===== src/rtl/ldfb_pkg.sv =====
// ----------------------------------------------------------------------------
// ldfb_pkg
// Types, constants and pixel helpers of the line drawing frame buffer.
// ----------------------------------------------------------------------------
package ldfb_pkg;

   // Screen geometry. Each page holds eight pixel rows, one bit per row.
   localparam int SCREEN_WIDTH  = 128;
   localparam int PAGE_COUNT    = 8;
   localparam int PAGE_ROWS     = 8;
   localparam int BYTE_W        = 8;
   localparam int SCREEN_HEIGHT = PAGE_COUNT * PAGE_ROWS;
   localparam int STORE_DEPTH   = PAGE_COUNT * SCREEN_WIDTH;
   localparam int ADDR_W        = $clog2(STORE_DEPTH);
   localparam int WIDE_W        = ADDR_W + 1;

   // Coordinate and Bresenham arithmetic widths.
   localparam int COORD_W = 10;
   localparam int DELTA_W = COORD_W + 1;
   localparam int ERR_W   = COORD_W + 3;
   localparam int E2_W    = ERR_W + 1;

   // Field widths of the request ports.
   localparam int CMD_W    = 2;
   localparam int PAGE_W   = 3;
   localparam int COLUMN_W = 7;
   localparam int COUNT_W  = 8;

   typedef enum logic [CMD_W-1:0] {
      OP_FILL  = 2'd0,
      OP_PIXEL = 2'd1,
      OP_LINE  = 2'd2,
      OP_READ  = 2'd3
   } op_type;

   typedef logic signed [COORD_W-1:0] coord_type;
   typedef logic [ADDR_W-1:0]         addr_type;
   typedef logic [BYTE_W-1:0]         byte_type;

   // Decoded request as it waits between the front and the back.
   typedef struct packed {
      op_type             op;
      coord_type          x;
      coord_type          y;
      coord_type          x_end;
      coord_type          y_end;
      logic [DELTA_W-1:0] dx;
      logic [DELTA_W-1:0] dy;
      logic               step_x_neg;
      logic               step_y_neg;
      byte_type           fill_value;
      addr_type           addr;
      logic               in_range;
   } cmd_type;

   // Control the back returns to the front.
   typedef struct packed {
      logic clearing;
      logic take;
   } back_status_type;

   // True when the point lies inside the screen.
   function automatic logic on_screen(input coord_type x, input coord_type y);
      logic x_ok;
      logic y_ok;
      x_ok = !x[COORD_W-1] && ({1'b0, x[COORD_W-2:0]} < COORD_W'(SCREEN_WIDTH));
      y_ok = !y[COORD_W-1] && ({1'b0, y[COORD_W-2:0]} < COORD_W'(SCREEN_HEIGHT));
      return x_ok && y_ok;
   endfunction

   // Store address of the byte holding an on-screen point.
   function automatic addr_type pixel_addr(input coord_type x, input coord_type y);
      logic [WIDE_W-1:0] wide;
      wide = WIDE_W'(y[COORD_W-2:3]) * WIDE_W'(SCREEN_WIDTH) + WIDE_W'(x[COORD_W-2:0]);
      return wide[ADDR_W-1:0];
   endfunction

   // Bit of the byte that holds the row of a point.
   function automatic byte_type pixel_mask(input coord_type y);
      byte_type mask;
      mask = byte_type'(1) << y[2:0];
      return mask;
   endfunction

endpackage


===== src/rtl/ldfb_back.sv =====
// ----------------------------------------------------------------------------
// ldfb_back
// Sequencer that carries out fill, line, pixel and read requests on the store.
// ----------------------------------------------------------------------------
module ldfb_back (
   input  logic                         clock,
   input  logic                         reset,
   input  ldfb_pkg::cmd_type            head,
   input  logic                         head_valid,
   output ldfb_pkg::back_status_type    status,
   output logic                         ram_we,
   output ldfb_pkg::addr_type           ram_addr,
   output ldfb_pkg::byte_type           ram_wdata,
   input  ldfb_pkg::byte_type           ram_rdata,
   output logic                         empty,
   input  logic                         pop,
   output ldfb_pkg::byte_type           rsp_read_data,
   output logic [ldfb_pkg::COUNT_W-1:0] rsp_pixels_set
);

   import ldfb_pkg::*;

   typedef enum logic [2:0] {
      ST_IDLE,
      ST_SWEEP,
      ST_LINE_PLOT,
      ST_LINE_WR,
      ST_RD_ISSUE,
      ST_RD_WAIT
   } state_type;

   state_type           state_ff;
   state_type           state_in;
   cmd_type             cur_ff;
   cmd_type             cur_in;
   coord_type           x_ff;
   coord_type           x_in;
   coord_type           y_ff;
   coord_type           y_in;
   logic [ERR_W-1:0]    err_ff;
   logic [ERR_W-1:0]    err_in;
   logic [COUNT_W-1:0]  count_ff;
   logic [COUNT_W-1:0]  count_in;
   addr_type            sweep_addr_ff;
   addr_type            sweep_addr_in;
   byte_type            sweep_value_ff;
   byte_type            sweep_value_in;
   logic                sweep_report_ff;
   logic                sweep_report_in;
   logic                clearing_ff;
   logic                clearing_in;
   logic                rsp_valid_ff;
   logic                rsp_valid_in;
   byte_type            rsp_data_ff;
   byte_type            rsp_data_in;
   logic [COUNT_W-1:0]  rsp_count_ff;
   logic [COUNT_W-1:0]  rsp_count_in;

   logic                take;
   logic                point_on;
   addr_type            point_addr;
   byte_type            point_mask;
   logic                at_end;
   logic signed [E2_W-1:0] e2;
   logic signed [E2_W-1:0] dx_ext;
   logic signed [E2_W-1:0] dy_ext;
   logic                move_x;
   logic                move_y;
   coord_type           x_next;
   coord_type           y_next;
   logic [ERR_W-1:0]    err_next;
   logic [COUNT_W-1:0]  count_sat;

   // Current point of the line and its Bresenham step.
   always_comb begin
      point_on   = on_screen(x_ff, y_ff);
      point_addr = pixel_addr(x_ff, y_ff);
      point_mask = pixel_mask(y_ff);
      at_end     = (x_ff == cur_ff.x_end) && (y_ff == cur_ff.y_end);
      e2         = $signed({err_ff, 1'b0});
      dx_ext     = $signed(E2_W'(cur_ff.dx));
      dy_ext     = $signed(E2_W'(cur_ff.dy));
      move_x     = e2 > -dy_ext;
      move_y     = e2 < dx_ext;
      x_next     = x_ff;
      y_next     = y_ff;
      err_next   = err_ff;
      if (move_x) begin
         x_next   = cur_ff.step_x_neg ? x_ff - coord_type'(1) : x_ff + coord_type'(1);
         err_next = err_next - ERR_W'(cur_ff.dy);
      end
      if (move_y) begin
         y_next   = cur_ff.step_y_neg ? y_ff - coord_type'(1) : y_ff + coord_type'(1);
         err_next = err_next + ERR_W'(cur_ff.dx);
      end
      count_sat = (count_ff == '1) ? count_ff : count_ff + COUNT_W'(1);
   end

   // A request is taken only while the result register is free.
   assign take = (state_ff == ST_IDLE) && head_valid && !rsp_valid_ff;

   // Store access for each state.
   always_comb begin
      ram_we    = 1'b0;
      ram_addr  = point_addr;
      ram_wdata = ram_rdata | point_mask;
      case (state_ff)
         ST_SWEEP: begin
            ram_we    = 1'b1;
            ram_addr  = sweep_addr_ff;
            ram_wdata = sweep_value_ff;
         end
         ST_LINE_WR: begin
            ram_we = 1'b1;
         end
         ST_RD_ISSUE: begin
            ram_addr = cur_ff.addr;
         end
         ST_IDLE, ST_LINE_PLOT, ST_RD_WAIT: begin
         end
         default: begin
         end
      endcase
   end

   // Next state, request progress and result register.
   always_comb begin
      state_in        = state_ff;
      cur_in          = cur_ff;
      x_in            = x_ff;
      y_in            = y_ff;
      err_in          = err_ff;
      count_in        = count_ff;
      sweep_addr_in   = sweep_addr_ff;
      sweep_value_in  = sweep_value_ff;
      sweep_report_in = sweep_report_ff;
      clearing_in     = clearing_ff;
      rsp_valid_in    = rsp_valid_ff;
      rsp_data_in     = rsp_data_ff;
      rsp_count_in    = rsp_count_ff;

      if (pop && rsp_valid_ff) begin
         rsp_valid_in = 1'b0;
      end

      case (state_ff)
         ST_IDLE: begin
            if (take) begin
               cur_in   = head;
               x_in     = head.x;
               y_in     = head.y;
               err_in   = ERR_W'(head.dx) - ERR_W'(head.dy);
               count_in = '0;
               case (head.op)
                  OP_FILL: begin
                     sweep_addr_in   = '0;
                     sweep_value_in  = head.fill_value;
                     sweep_report_in = 1'b1;
                     state_in        = ST_SWEEP;
                  end
                  OP_PIXEL, OP_LINE: begin
                     state_in = ST_LINE_PLOT;
                  end
                  OP_READ: begin
                     state_in = ST_RD_ISSUE;
                  end
                  default: begin
                     state_in = ST_IDLE;
                  end
               endcase
            end
         end
         ST_SWEEP: begin
            sweep_addr_in = sweep_addr_ff + addr_type'(1);
            if (sweep_addr_ff == addr_type'(STORE_DEPTH - 1)) begin
               clearing_in = 1'b0;
               state_in    = ST_IDLE;
               if (sweep_report_ff) begin
                  rsp_valid_in = 1'b1;
                  rsp_data_in  = '0;
                  rsp_count_in = '0;
               end
            end
         end
         ST_LINE_PLOT: begin
            // On-screen points read their byte; others advance at once.
            if (point_on) begin
               count_in = count_sat;
               state_in = ST_LINE_WR;
            end else if (at_end) begin
               rsp_valid_in = 1'b1;
               rsp_data_in  = '0;
               rsp_count_in = count_ff;
               state_in     = ST_IDLE;
            end else begin
               x_in   = x_next;
               y_in   = y_next;
               err_in = err_next;
            end
         end
         ST_LINE_WR: begin
            if (at_end) begin
               rsp_valid_in = 1'b1;
               rsp_data_in  = '0;
               rsp_count_in = count_ff;
               state_in     = ST_IDLE;
            end else begin
               x_in     = x_next;
               y_in     = y_next;
               err_in   = err_next;
               state_in = ST_LINE_PLOT;
            end
         end
         ST_RD_ISSUE: begin
            if (cur_ff.in_range) begin
               state_in = ST_RD_WAIT;
            end else begin
               rsp_valid_in = 1'b1;
               rsp_data_in  = '0;
               rsp_count_in = '0;
               state_in     = ST_IDLE;
            end
         end
         ST_RD_WAIT: begin
            rsp_valid_in = 1'b1;
            rsp_data_in  = ram_rdata;
            rsp_count_in = '0;
            state_in     = ST_IDLE;
         end
         default: begin
            state_in = ST_IDLE;
         end
      endcase
   end

   // State and registered outputs. Reset starts the clearing pass.
   always_ff @(posedge clock) begin
      if (reset) begin
         state_ff        <= ST_SWEEP;
         sweep_addr_ff   <= '0;
         sweep_value_ff  <= '0;
         sweep_report_ff <= 1'b0;
         clearing_ff     <= 1'b1;
         rsp_valid_ff    <= 1'b0;
      end else begin
         state_ff        <= state_in;
         sweep_addr_ff   <= sweep_addr_in;
         sweep_value_ff  <= sweep_value_in;
         sweep_report_ff <= sweep_report_in;
         clearing_ff     <= clearing_in;
         rsp_valid_ff    <= rsp_valid_in;
      end
      cur_ff       <= cur_in;
      x_ff         <= x_in;
      y_ff         <= y_in;
      err_ff       <= err_in;
      count_ff     <= count_in;
      rsp_data_ff  <= rsp_data_in;
      rsp_count_ff <= rsp_count_in;
   end

   assign status.clearing = clearing_ff;
   assign status.take     = take;
   assign empty           = !rsp_valid_ff;
   assign rsp_read_data   = rsp_data_ff;
   assign rsp_pixels_set  = rsp_count_ff;

endmodule


===== config.mk =====
export PLATFORM = sky130hd
export DESIGN_NAME = ldfb_back
export DESIGN_NICKNAME = d
export VERILOG_FILES = /design/src/rtl/ldfb_pkg.sv /design/src/rtl/ldfb_back.sv
export SDC_FILE = /design/constraint.sdc
export NUM_CORES = 1
export LEC_CHECK = 0
export ABC_CLOCK_PERIOD_IN_PS = 9700
export BUFFER_PORTS_ARGS = -buffer_cell sky130_fd_sc_hd__buf_2
export CAP_MARGIN = 25
export CORE_MARGIN = 2
export CORE_UTILIZATION = 58
export CTS_CLUSTER_SIZE = 24
export DETAILED_ROUTE_END_ITERATION = 7
export MAX_ROUTING_LAYER = met4
export PLACE_DENSITY = 0.85
export SLEW_MARGIN = 15
export SYNTH_ARGS = -nofsm -noshare
export SYNTH_HDL_FRONTEND = slang
export SYNTH_SLANG_ARGS = --single-unit

===== constraint.sdc =====
create_clock -name clock -period 9.7 [get_ports clock]
set_input_delay 1.94 -clock clock [delete_from_list [all_inputs] [get_ports clock]]
set_output_delay 1.94 -clock clock [all_outputs]
set_load 0.005 [all_outputs]

==> results of run 1 <==
[state kept, by name (all words and copies together), names as in the netlist]
signal	count
cur_ff	55
err_ff	13
sweep_addr_ff	10
x_ff	10
y_ff	10
count_ff	8
rsp_pixels_set	8
rsp_read_data	8
sweep_value_ff	8
state_ff	3
clearing_ff	1
rsp_valid_ff	1
sweep_report_ff	1
[worst min-delay path, delay by kind of cell (launching register included)]
family	cells	cell delay (ns)
compound gates	1	0.05
flops	1	0.31
simple gates	1	0.05
[area by class of cell]
type                       instances  area share
sequential                       136       0.367
inverter                          74      0.0265
antenna                            1    0.000239
timing repair buffer             143      0.0700
tap                              188      0.0225
clock buffer                      20      0.0467
multi-input combinational        687       0.459
clock inverter                    12     0.00777
[path summary, 6_finish.rpt]
| check | cells past startpoint | end | from |
|---|---|---|---|
| setup reg to reg | 24 | err_ff[12] | cur_ff[23] |
| setup / recovery | 24 | err_ff[12] | cur_ff[23] |
| hold reg to reg | 2 | sweep_value_ff[7] | sweep_value_ff[7] |
| hold / removal | 2 | sweep_value_ff[7] | sweep_value_ff[7] |
[through the flow]
stage               hold slack (ns)  total power, µW  instances   util  instance area (µm²)
floorplan                     0.428              684        927      -                 9040
global placement              0.443              716       1225  0.650                 9880
detailed placement            0.447              718       1225  0.650                 9880
CTS                           0.456             1330       1257  0.687                10400
global route                  0.481             1370       1260  0.688                10500
finish                        0.459             1330       1261  0.689                10500
[power by group]
group / internal, µW / switching [µW]
logic: 35.6 / 36.7
clock network: 366 / 259
registers: 633 / 1.63
total: 1030 / 297
[kinds of logic after synthesis]
family,Yosys count,synth area share
AOI/OAI and AO/OA,216,0.154
xor gates and xnor gates,70,0.0678
adders and majority gates,85,0.123
buffers and inverters,104,0.0440
DFF,136,0.425
muxes,30,0.0353
and+or+nand+nor,286,0.151
[per-layer routing]
| metal | vias to the layer above | routed length (µm) | part of all wire |
|---|---|---|---|
| met5 | - | 0 | 0 |
| met4 | 0 | 420 | 0.019 |
| met3 | 38 | 1480 | 0.067 |
| met2 | 293 | 10900 | 0.49 |
| met1 | 3584 | 9270 | 0.42 |
| li1 | 3646 | - | - |
[cells in the final DEF (no fill, tap or decap), types with 6 or more instances in the layout]
cell type and instances:
buf_4 7, nand3_1 33, fa_1 6, xnor2_1 42, nand2b_1 6, nor3_1 24, a21o_1 12, nor2_1 71
o21a_1 9, a31oi_1 10, and3_1 8, nand2_1 81, xor2_1 28, and2_1 8, a22oi_1 12, or3_1 8
a21oi_1 54, mux2_2 15, edfxtp_1 112, ha_1 79, nor2b_1 13, a211oi_1 8, mux2i_1 15, clkbuf_16 19
dfxtp_1 24, o21ai_0 58, nand4_1 12, a21boi_0 9, inv_1 73, buf_2 136
==> flow_summary.json, run 1 <==
{
  "path_buf_inv": 1,
  "clkTransAtPathRegs_ns": 0.06,
  "die_x_um": 129,
  "cap_viol_max_count": 0,
  "use_met1": 0.348,
  "yosysMostFrequentCell": "edfxtp_1",
  "yosys-top-cells-count": "edfxtp_1 (112), nand2_1 (81), ha_1 (79), inv_1 (73), nor2_1 (72)",
  "grt_max_degree": 47,
  "netlist_area_um2": 9040,
  "skew_ns": 0.00803,
  "ir_worst_vdd_uv": 108,
  "tritoncts": "yes",
  "ys_warn_count": 0,
  "ys_types": 65,
  "yosysSeqAreaShare": 0.425,
  "drtIter0Drc": 701,
  "drt_wl_total_um": 22100,
  "synth_top_area_frac": 0.372,
  "worstSetupStartpointType": "flop",
  "min_path_type": "flop to flop",
  "status": "completed",
  "cts_resized": 0,
  "cp_top_family": "simple AND/OR/NAND/NOR gates",
  "relSlewSlack": 0.330,
  "fmax_ghz": 0.161,
  "cts_buffer_depth": 2,
  "busiest_layer": "met2",
  "firstDrtPassIters": 6,
  "gr-total-overflow": 0,
  "crit_type": "flop to flop",
  "leakage_uw": 0.00446,
  "wire_per_inst_um": 17.5,
  "period_share": 0.642,
  "synthTopCellsByArea": "edfxtp_1 (37%), ha_1 (11%), dfxtp_1 (5.3%)",
  "tns_ns": 0,
  "numPortBuffers": 134,
  "root_buffer": "clkbuf_16",
  "synth-edff-count": 112,
  "critPathRequiredTime_ns": 9.87,
  "start_util": 0.595,
  "dieArea_um2": 16600,
  "viasPerCell": 6.00,
  "dp_slack_ns": 3.57,
  "grtUsageMet3": 0.0582,
  "power_density_nw_per_um2": 127,
  "critical_path.most_common_cell": "nor2_1",
  "area_growth_pct": 15.8,
  "synthFlopType": "edfxtp_1",
  "drv_slew": 0,
  "num_io_pins": 135,
  "num_vias": 7561,
  "synth_nets": 1109,
  "drtAntennaViolNets": 0,
  "cts.sinks": 136,
  "nets": 1241,
  "synth_area_leader_cell": "edfxtp_1",
  "finalWorstSetupSlack_ns": 3.47,
  "place.gp.congestion": 0.924,
  "max_stage_delay_ns": 0.81,
  "worst_pin_slew_ns": 1.01,
  "grt_pass1_vias": 7417,
  "grt.total_usage": 0.282,
  "setup_violations": 0,
  "grt_pass1_wl_um": 35600,
  "critical-path-slowest-cell": "a221oi_4",
  "synthCells": 927,
  "die_y_um": 129,
  "drive_gt1_frac": 0.188,
  "clk_latency_ns": 0.43,
  "ys_ff_latch": 136,
  "register_area_um2": 3840,
  "multi_input_area_um2": 4810,
  "hpwl_um": 16400,
  "reg2reg_setup_slack_ns": 3.47,
  "cp_cell_sequence": "nor2_1 > nand2_1 > nor3_1 > nand2_1 > or4_1 > xnor2_1 > ha_1 > nand3_1 > nor2_1 > o311ai_1 > a221oi_4 > nor2_1 > a21oi_1 > ha_1 > inv_1 > fa_1 > nor2b_1 > o2111a_1 > nor3_1 > or3_1 > and4b_1 > a2111oi_1 > or3b_1 > nand3_1",
  "cts_max_level": 4,
  "numCtsBuffers": 17,
  "min_period_ns": 6.23,
  "crit_path_max_fanout": 19,
  "critPathArrivalTime_ns": 6.39,
  "hold_viol_final": 0,
  "num_rows": 45,
  "rsz0062_at_grt": "false",
  "core_um2": 15200,
  "antenna_found_initial": 0,
  "cts_setup_buffers": 0,
  "met2_usage": 0.467,
  "end_kind": "flop",
  "post-route-drc-count": 0,
  "postSynthAreaPerCell_um2": 9.75,
  "cts_hold_buf": 0,
  "fillers": 1128,
  "synthArstFlopShare": 0
}
Power figures use the tool's default switching activity.
==> inputs of run 2 (changes only) <==
--- a/config.mk
+++ b/config.mk
@@ -5,15 +5,15 @@
 export SDC_FILE = /design/constraint.sdc
 export NUM_CORES = 1
 export LEC_CHECK = 0
-export ABC_CLOCK_PERIOD_IN_PS = 9700
+export ABC_CLOCK_PERIOD_IN_PS = 5400
 export BUFFER_PORTS_ARGS = -buffer_cell sky130_fd_sc_hd__buf_2
 export CAP_MARGIN = 25
 export CORE_MARGIN = 2
-export CORE_UTILIZATION = 58
+export CORE_UTILIZATION = 53
 export CTS_CLUSTER_SIZE = 24
 export DETAILED_ROUTE_END_ITERATION = 7
 export MAX_ROUTING_LAYER = met4
-export PLACE_DENSITY = 0.85
+export PLACE_DENSITY = 0.82
 export SLEW_MARGIN = 15
 export SYNTH_ARGS = -nofsm -noshare
 export SYNTH_HDL_FRONTEND = slang
==> constraint.sdc (replaced) <==
create_clock -name clock -period 5.4 [get_ports clock]
set_input_delay 1.08 -clock clock [delete_from_list [all_inputs] [get_ports clock]]
set_output_delay 1.08 -clock clock [all_outputs]
set_load 0.005 [all_outputs]
==> run 2 against run 1 <==
  * Critical path depth is 3 lower
  * Sequential share of layout area is 0.75 points lower
  * Worst setup slack worse by 3.3 ns
  * Largest cell class unchanged
  * Largest power group unchanged
  * Highest routed layer unchanged
==> flow_summary.json, run 2 (synthesis gave the netlist of run 1 again) <==
{
  "viasPerCell": 5.79,
  "worst_pin_slew_ns": 1.11,
  "r2r_start": "cur_ff[23]",
  "grt.total_usage": 0.262,
  "fillers": 1304,
  "regMostFlops": "cur_ff",
  "combPwrFrac": 0.054,
  "cap_viol_max_count": 0,
  "largest_reg_flops": 55,
  "min_from": "clearing_ff",
  "die_y_um": 135,
  "num_rows": 47,
  "drtAntennaViolNets": 0,
  "internal_power_uw": 1840,
  "finalWorstSetupSlack_ns": 0.200,
  "critPathArrivalTime_ns": 5.49,
  "setup_violations": 0,
  "clk_latency_ns": 0.43,
  "root_buffer": "clkbuf_16",
  "pwr-share-clk": 0.465,
  "ir_worst_vdd_uv": 226,
  "start_util": 0.543,
  "drv_slew": 0,
  "power_density_nw_per_um2": 222,
  "drt_wl_total_um": 22400,
  "crit_path_max_fanout": 16,
  "cts_buffer_depth": 2,
  "skew_ns": 0.0113,
  "tritoncts": "yes",
  "mostFrequentLayoutCell": "buf_2",
  "min_path_type": "flop to flop",
  "numPortBuffers": 134,
  "reg_top3": "cur_ff x55, err_ff x13",
  "dp_slack_ns": -0.0315,
  "crit_type": "flop to flop",
  "relSlewSlack": 0.257,
  "area_growth_pct": 18.2,
  "cts.sinks": 136,
  "core_um2": 16600,
  "mostFrequentLayoutCells": "buf_2 (135), edfxtp_1 (112), nand2_1 (79)",
  "grt_pass1_wl_um": 36200,
  "status": "completed",
  "grt_max_degree": 56,
  "seqPwrFrac": 0.481,
  "num_vias": 7547,
  "firstDrtPassIters": 5,
  "cts_hold_buf": 0,
  "numCtsBuffers": 17,
  "num_io_pins": 135,
  "leakage_uw": 0.00450,
  "hpwl_um": 16600,
  "grt_pass1_vias": 7402,
  "crit_start": "cur_ff[23]",
  "wire_per_inst_um": 17.2,
  "gr-total-overflow": 0,
  "period_share": 0.963,
  "max_stage_delay_ns": 0.43,
  "drtIter0Drc": 532,
  "die_x_um": 135,
  "antenna_found_initial": 2,
  "path_buf_inv": 1,
  "cp_cell_sequence": "nor2_4 > nand2_2 > nor3_4 > nand3_1 > nor3_1 > xnor2_1 > ha_1 > nand4_1 > nor2_2 > o311ai_2 > a221oi_4 > buf_6 > mux2_2 > ha_1 > o2111a_1 > nor3_1 > or3_1 > and4b_2 > a22o_1 > or3b_1 > nand3_1",
  "min_period_ns": 5.20,
  "p_sw_frac": 0.224,
  "cp_top_family": "simple AND/OR/NAND/NOR gates",
  "dieArea_um2": 18100,
  "drive_gt1_frac": 0.211,
  "critPathRequiredTime_ns": 5.69,
  "clkTransAtPathRegs_ns": 0.06,
  "cts_max_level": 4,
  "nets": 1249,
  "p_sw_uw": 531,
  "p_total_uw": 2370,
  "rsz0062_at_grt": "true",
  "post-route-drc-count": 0,
  "hold_viol_final": 0,
  "worstSetupStartpointType": "flop",
  "critical-path-slowest-cell": "edfxtp_1",
  "fmax_ghz": 0.192,
  "place.gp.congestion": 0.955,
  "end_kind": "flop"
}
[run 2: final cells by class]
cell class / count / area (µm²) / share of cell area
Multi-Input combinational cell: 687 / 4920 / 0.461
Timing Repair Buffer: 151 / 800 / 0.0748
Inverter: 74 / 278 / 0.0260
Sequential cell: 136 / 3840 / 0.360
Tap cell: 220 / 275 / 0.0258
Clock buffer: 21 / 475 / 0.0445
Antenna cell: 3 / 7.51 / 0.000702
Clock inverter: 11 / 85.1 / 0.00796
[run 2: power by group through the flow]
stage          registers (µW)  logic, µW  clock network, µW
2_1_floorplan            1160       68.0                  0
3_3_place_gp             1160        123                  0
3_5_place_dp             1160        126                  0
4_1_cts                  1140        127               1110
5_1_grt                  1140        144               1150
6_report                 1140        129               1100
[run 2: worst paths after layout]
check	end	slack [ns]	depth (start not counted)
worst min register to register	clearing_ff	0.45	1
worst min-delay path	clearing_ff	0.45	1
worst max-delay path	err_ff[12]	0.20	21
worst max register to register	err_ff[12]	0.20	21
[run 2: layer usage]
| metal | share of wire | global-route usage |
|---|---|---|
| met5 | 0 | - |
| met4 | 0.025 | 0.0936 |
| met3 | 0.068 | 0.0522 |
| met2 | 0.48 | 0.417 |
| met1 | 0.43 | 0.335 |
[run 2: stage by stage]
stage / cell area (µm²) / util / hold slack, ns / setup TNS, ns / cells
final: 10700 / 0.642 / 0.447 / 0 / 1303
after floorplan: 9080 / - / 0.428 / 0 / 927
after detailed placement: 9980 / 0.600 / 0.436 / -0.0315 / 1261
after global placement: 9970 / 0.599 / 0.443 / 0 / 1260
after CTS: 10500 / 0.634 / 0.450 / 0 / 1293
after global routing: 10700 / 0.642 / 0.465 / -0.150 / 1302
[run 2: repair_timing]
| item | in CTS | in global routing |
|---|---|---|
| hold endpoints to repair | 0 | 0 |
| gates resized for setup | 1 | 18 |
| setup endpoints to repair | 1 | 4 |
| buffers inserted | 0 | 3 |
| pin swaps | 0 | 15 |
==> inputs of run 3 (changes only) <==
--- a/config.mk
+++ b/config.mk
@@ -5,6 +5,7 @@
 export SDC_FILE = /design/constraint.sdc
 export NUM_CORES = 1
 export LEC_CHECK = 0
+export ABC_AREA = 1
 export ABC_CLOCK_PERIOD_IN_PS = 5400
 export BUFFER_PORTS_ARGS = -buffer_cell sky130_fd_sc_hd__buf_2
 export CAP_MARGIN = 25
==> run 3 against run 2 <==
  * Sequential power barely moved
  * Largest cell class unchanged
  * Critical endpoint unchanged
  * Worst hold slack improved by 0.023 ns
  * Via count rose by 6.3%
  * Clock power barely moved
  * Register-to-register slack improved by 0.34 ns
  * First-iteration DRC count rose by 18%
==> flow_summary.json, run 3 <==
{
  "dieArea_um2": 18400,
  "fin_cells": 1485,
  "grt.total_usage": 0.269,
  "yosys-top-cells-count": "nand2_1 (221), inv_1 (169), edfxtp_1 (112), nor2_1 (103), ha_1 (79)",
  "drtIter0Drc": 630,
  "die_x_um": 136,
  "hold_viol_final": 0,
  "regMostFlops": "cur_ff",
  "post-route-drc-count": 0,
  "synthCells": 1103,
  "min_path_type": "flop to flop",
  "tns_ns": 0,
  "dpl_cell_area_um2": 10100,
  "cts_hold_buf": 0,
  "mostFrequentLayoutCell": "nand2_1",
  "die_y_um": 136,
  "status": "completed",
  "tritoncts": "yes",
  "path_buf_inv": 3,
  "synthFlopType": "edfxtp_1",
  "skew_ns": 0.0121,
  "ys_warn_count": 0,
  "worst_pin_slew_ns": 0.814,
  "ir_worst_vdd_uv": 228,
  "drtAntennaViolNets": 0,
  "num_rows": 48,
  "pwr-share-clk": 0.469,
  "grt_pass1_wl_um": 37300,
  "cts_setup_buffers": 0,
  "synth_area_leader_cell": "edfxtp_1",
  "nets": 1429,
  "cts_buffer_depth": 2,
  "start_util": 0.536,
  "yosysSeqAreaShare": 0.419,
  "relSlewSlack": 0.455,
  "clk_latency_ns": 0.43,
  "area_growth_pct": 16.7,
  "largest_reg_flops": 55,
  "ys_types": 43,
  "cap_viol_max_count": 0,
  "finalWorstSetupSlack_ns": 0.538,
  "drt_wl_total_um": 23100,
  "critical-path-slowest-cell": "edfxtp_1",
  "reg_top3": "cur_ff x55, err_ff x13",
  "synthArstFlopShare": 0,
  "reg2reg_setup_slack_ns": 0.54,
  "cts.sinks": 136,
  "p_sw_frac": 0.243,
  "num_io_pins": 135,
  "fillers": 1422,
  "max_stage_delay_ns": 0.44,
  "num_vias": 8024,
  "wire_per_inst_um": 15.5,
  "viasPerCell": 5.40,
  "worstSetupStartpointType": "flop",
  "numCtsBuffers": 17,
  "end_kind": "flop",
  "cp_top_family": "simple AND/OR/NAND/NOR gates",
  "postSynthAreaPerCell_um2": 8.32,
  "antenna_found_initial": 0,
  "critPathArrivalTime_ns": 5.03,
  "netlist_area_um2": 9180,
  "cts_max_level": 4,
  "grt_max_degree": 35,
  "place.gp.congestion": 0.918,
  "critical_path.most_common_cell": "nand2_1",
  "grt_pass1_vias": 7794,
  "dp_slack_ns": 0.410,
  "seqPwrFrac": 0.474,
  "rsz0062_at_grt": "false",
  "drive_gt1_frac": 0.163,
  "mostFrequentLayoutCells": "nand2_1 (221), inv_1 (168), buf_2 (134)",
  "gr-total-overflow": 0,
  "numPortBuffers": 134,
  "p_total_uw": 2400,
  "core_um2": 17100,
  "yosysMostFrequentCell": "nand2_1",
  "leakage_uw": 0.00499,
  "drv_slew": 0,
  "crit_path_max_fanout": 19,
  "min_period_ns": 4.86,
  "internal_power_uw": 1810,
  "post-place-cells": 1451,
  "synth_nets": 1285,
  "cts_resized": 0,
  "ys_ff_latch": 136,
  "crit_type": "flop to flop",
  "clkTransAtPathRegs_ns": 0.07,
  "period_share": 0.900,
  "combPwrFrac": 0.057,
  "synth_top_area_frac": 0.366,
  "fmax_ghz": 0.206,
  "synthTopCellsByArea": "edfxtp_1 (37%), ha_1 (11%), nand2_1 (9.0%)",
  "hpwl_um": 17800,
  "antenna_cells": 0,
  "p_sw_uw": 583,
  "root_buffer": "clkbuf_16",
  "critPathRequiredTime_ns": 5.57,
  "firstDrtPassIters": 6,
  "final_area_um2": 10700,
  "synth-edff-count": 112,
  "power_density_nw_per_um2": 224,
  "setup_violations": 0
}
-- run 3: cell families after synthesis --
| group | synth area share |
|---|---|
| DFF | 0.419 |
| adders and majority gates | 0.121 |
| buffers and inverters | 0.0818 |
| xor gates and xnor gates | 0.0515 |
| and+or+nand+nor | 0.199 |
| AOI/OAI and AO/OA | 0.128 |
-- run 3: power groups by stage --
stage,clock network [µW],registers [µW],logic [µW]
4_1_cts,1130,1140,134
6_report,1120,1140,136
2_1_floorplan,0,1160,69.7
5_1_grt,1180,1140,154
3_3_place_gp,0,1160,130
3_5_place_dp,0,1160,133
-- run 3: worst paths after layout --
path | startpoint | end | depth (start not counted)
hold reg to reg | clearing_ff | clearing_ff | 2
setup / recovery | cur_ff[22] | err_ff[12] | 35
hold / removal | clearing_ff | clearing_ff | 2
setup reg to reg | cur_ff[22] | err_ff[12] | 35
-- run 3: final cells by class --
class	instances	area (µm²)	area share
Tap cell	225	282	0.0263
Multi-Input combinational cell	773	4620	0.432
Clock inverter	14	128	0.0119
Clock buffer	18	439	0.0410
Inverter	176	661	0.0617
Sequential cell	136	3840	0.359
Timing Repair Buffer	143	736	0.0687
-- run 3: routing by layer --
metal	vias up	track usage	part of all wire
met1	3613	0.336	0.42
met5	-	-	0
met4	0	0.114	0.037
li1	4015	-	-
met2	339	0.432	0.47
met3	57	0.0468	0.068
-- run 3: worst reg2reg max path, delay by kind of cell (launching register included) --
family                     cells  cell delay, ns
and+or+nand+nor               25            2.26
xor gates and xnor gates       1            0.17
DFF                            1            0.44
adders and majority gates      4            1.06
AOI/OAI and AO/OA              2            0.39
buffers and inverters          3            0.26
-- run 3: stage by stage --
step	hold slack [ns]	util
after CTS	0.475	0.623
after detailed placement	0.466	0.590
after floorplan	0.420	-
after global routing	0.507	0.626
final	0.470	0.626
after global placement	0.452	0.590
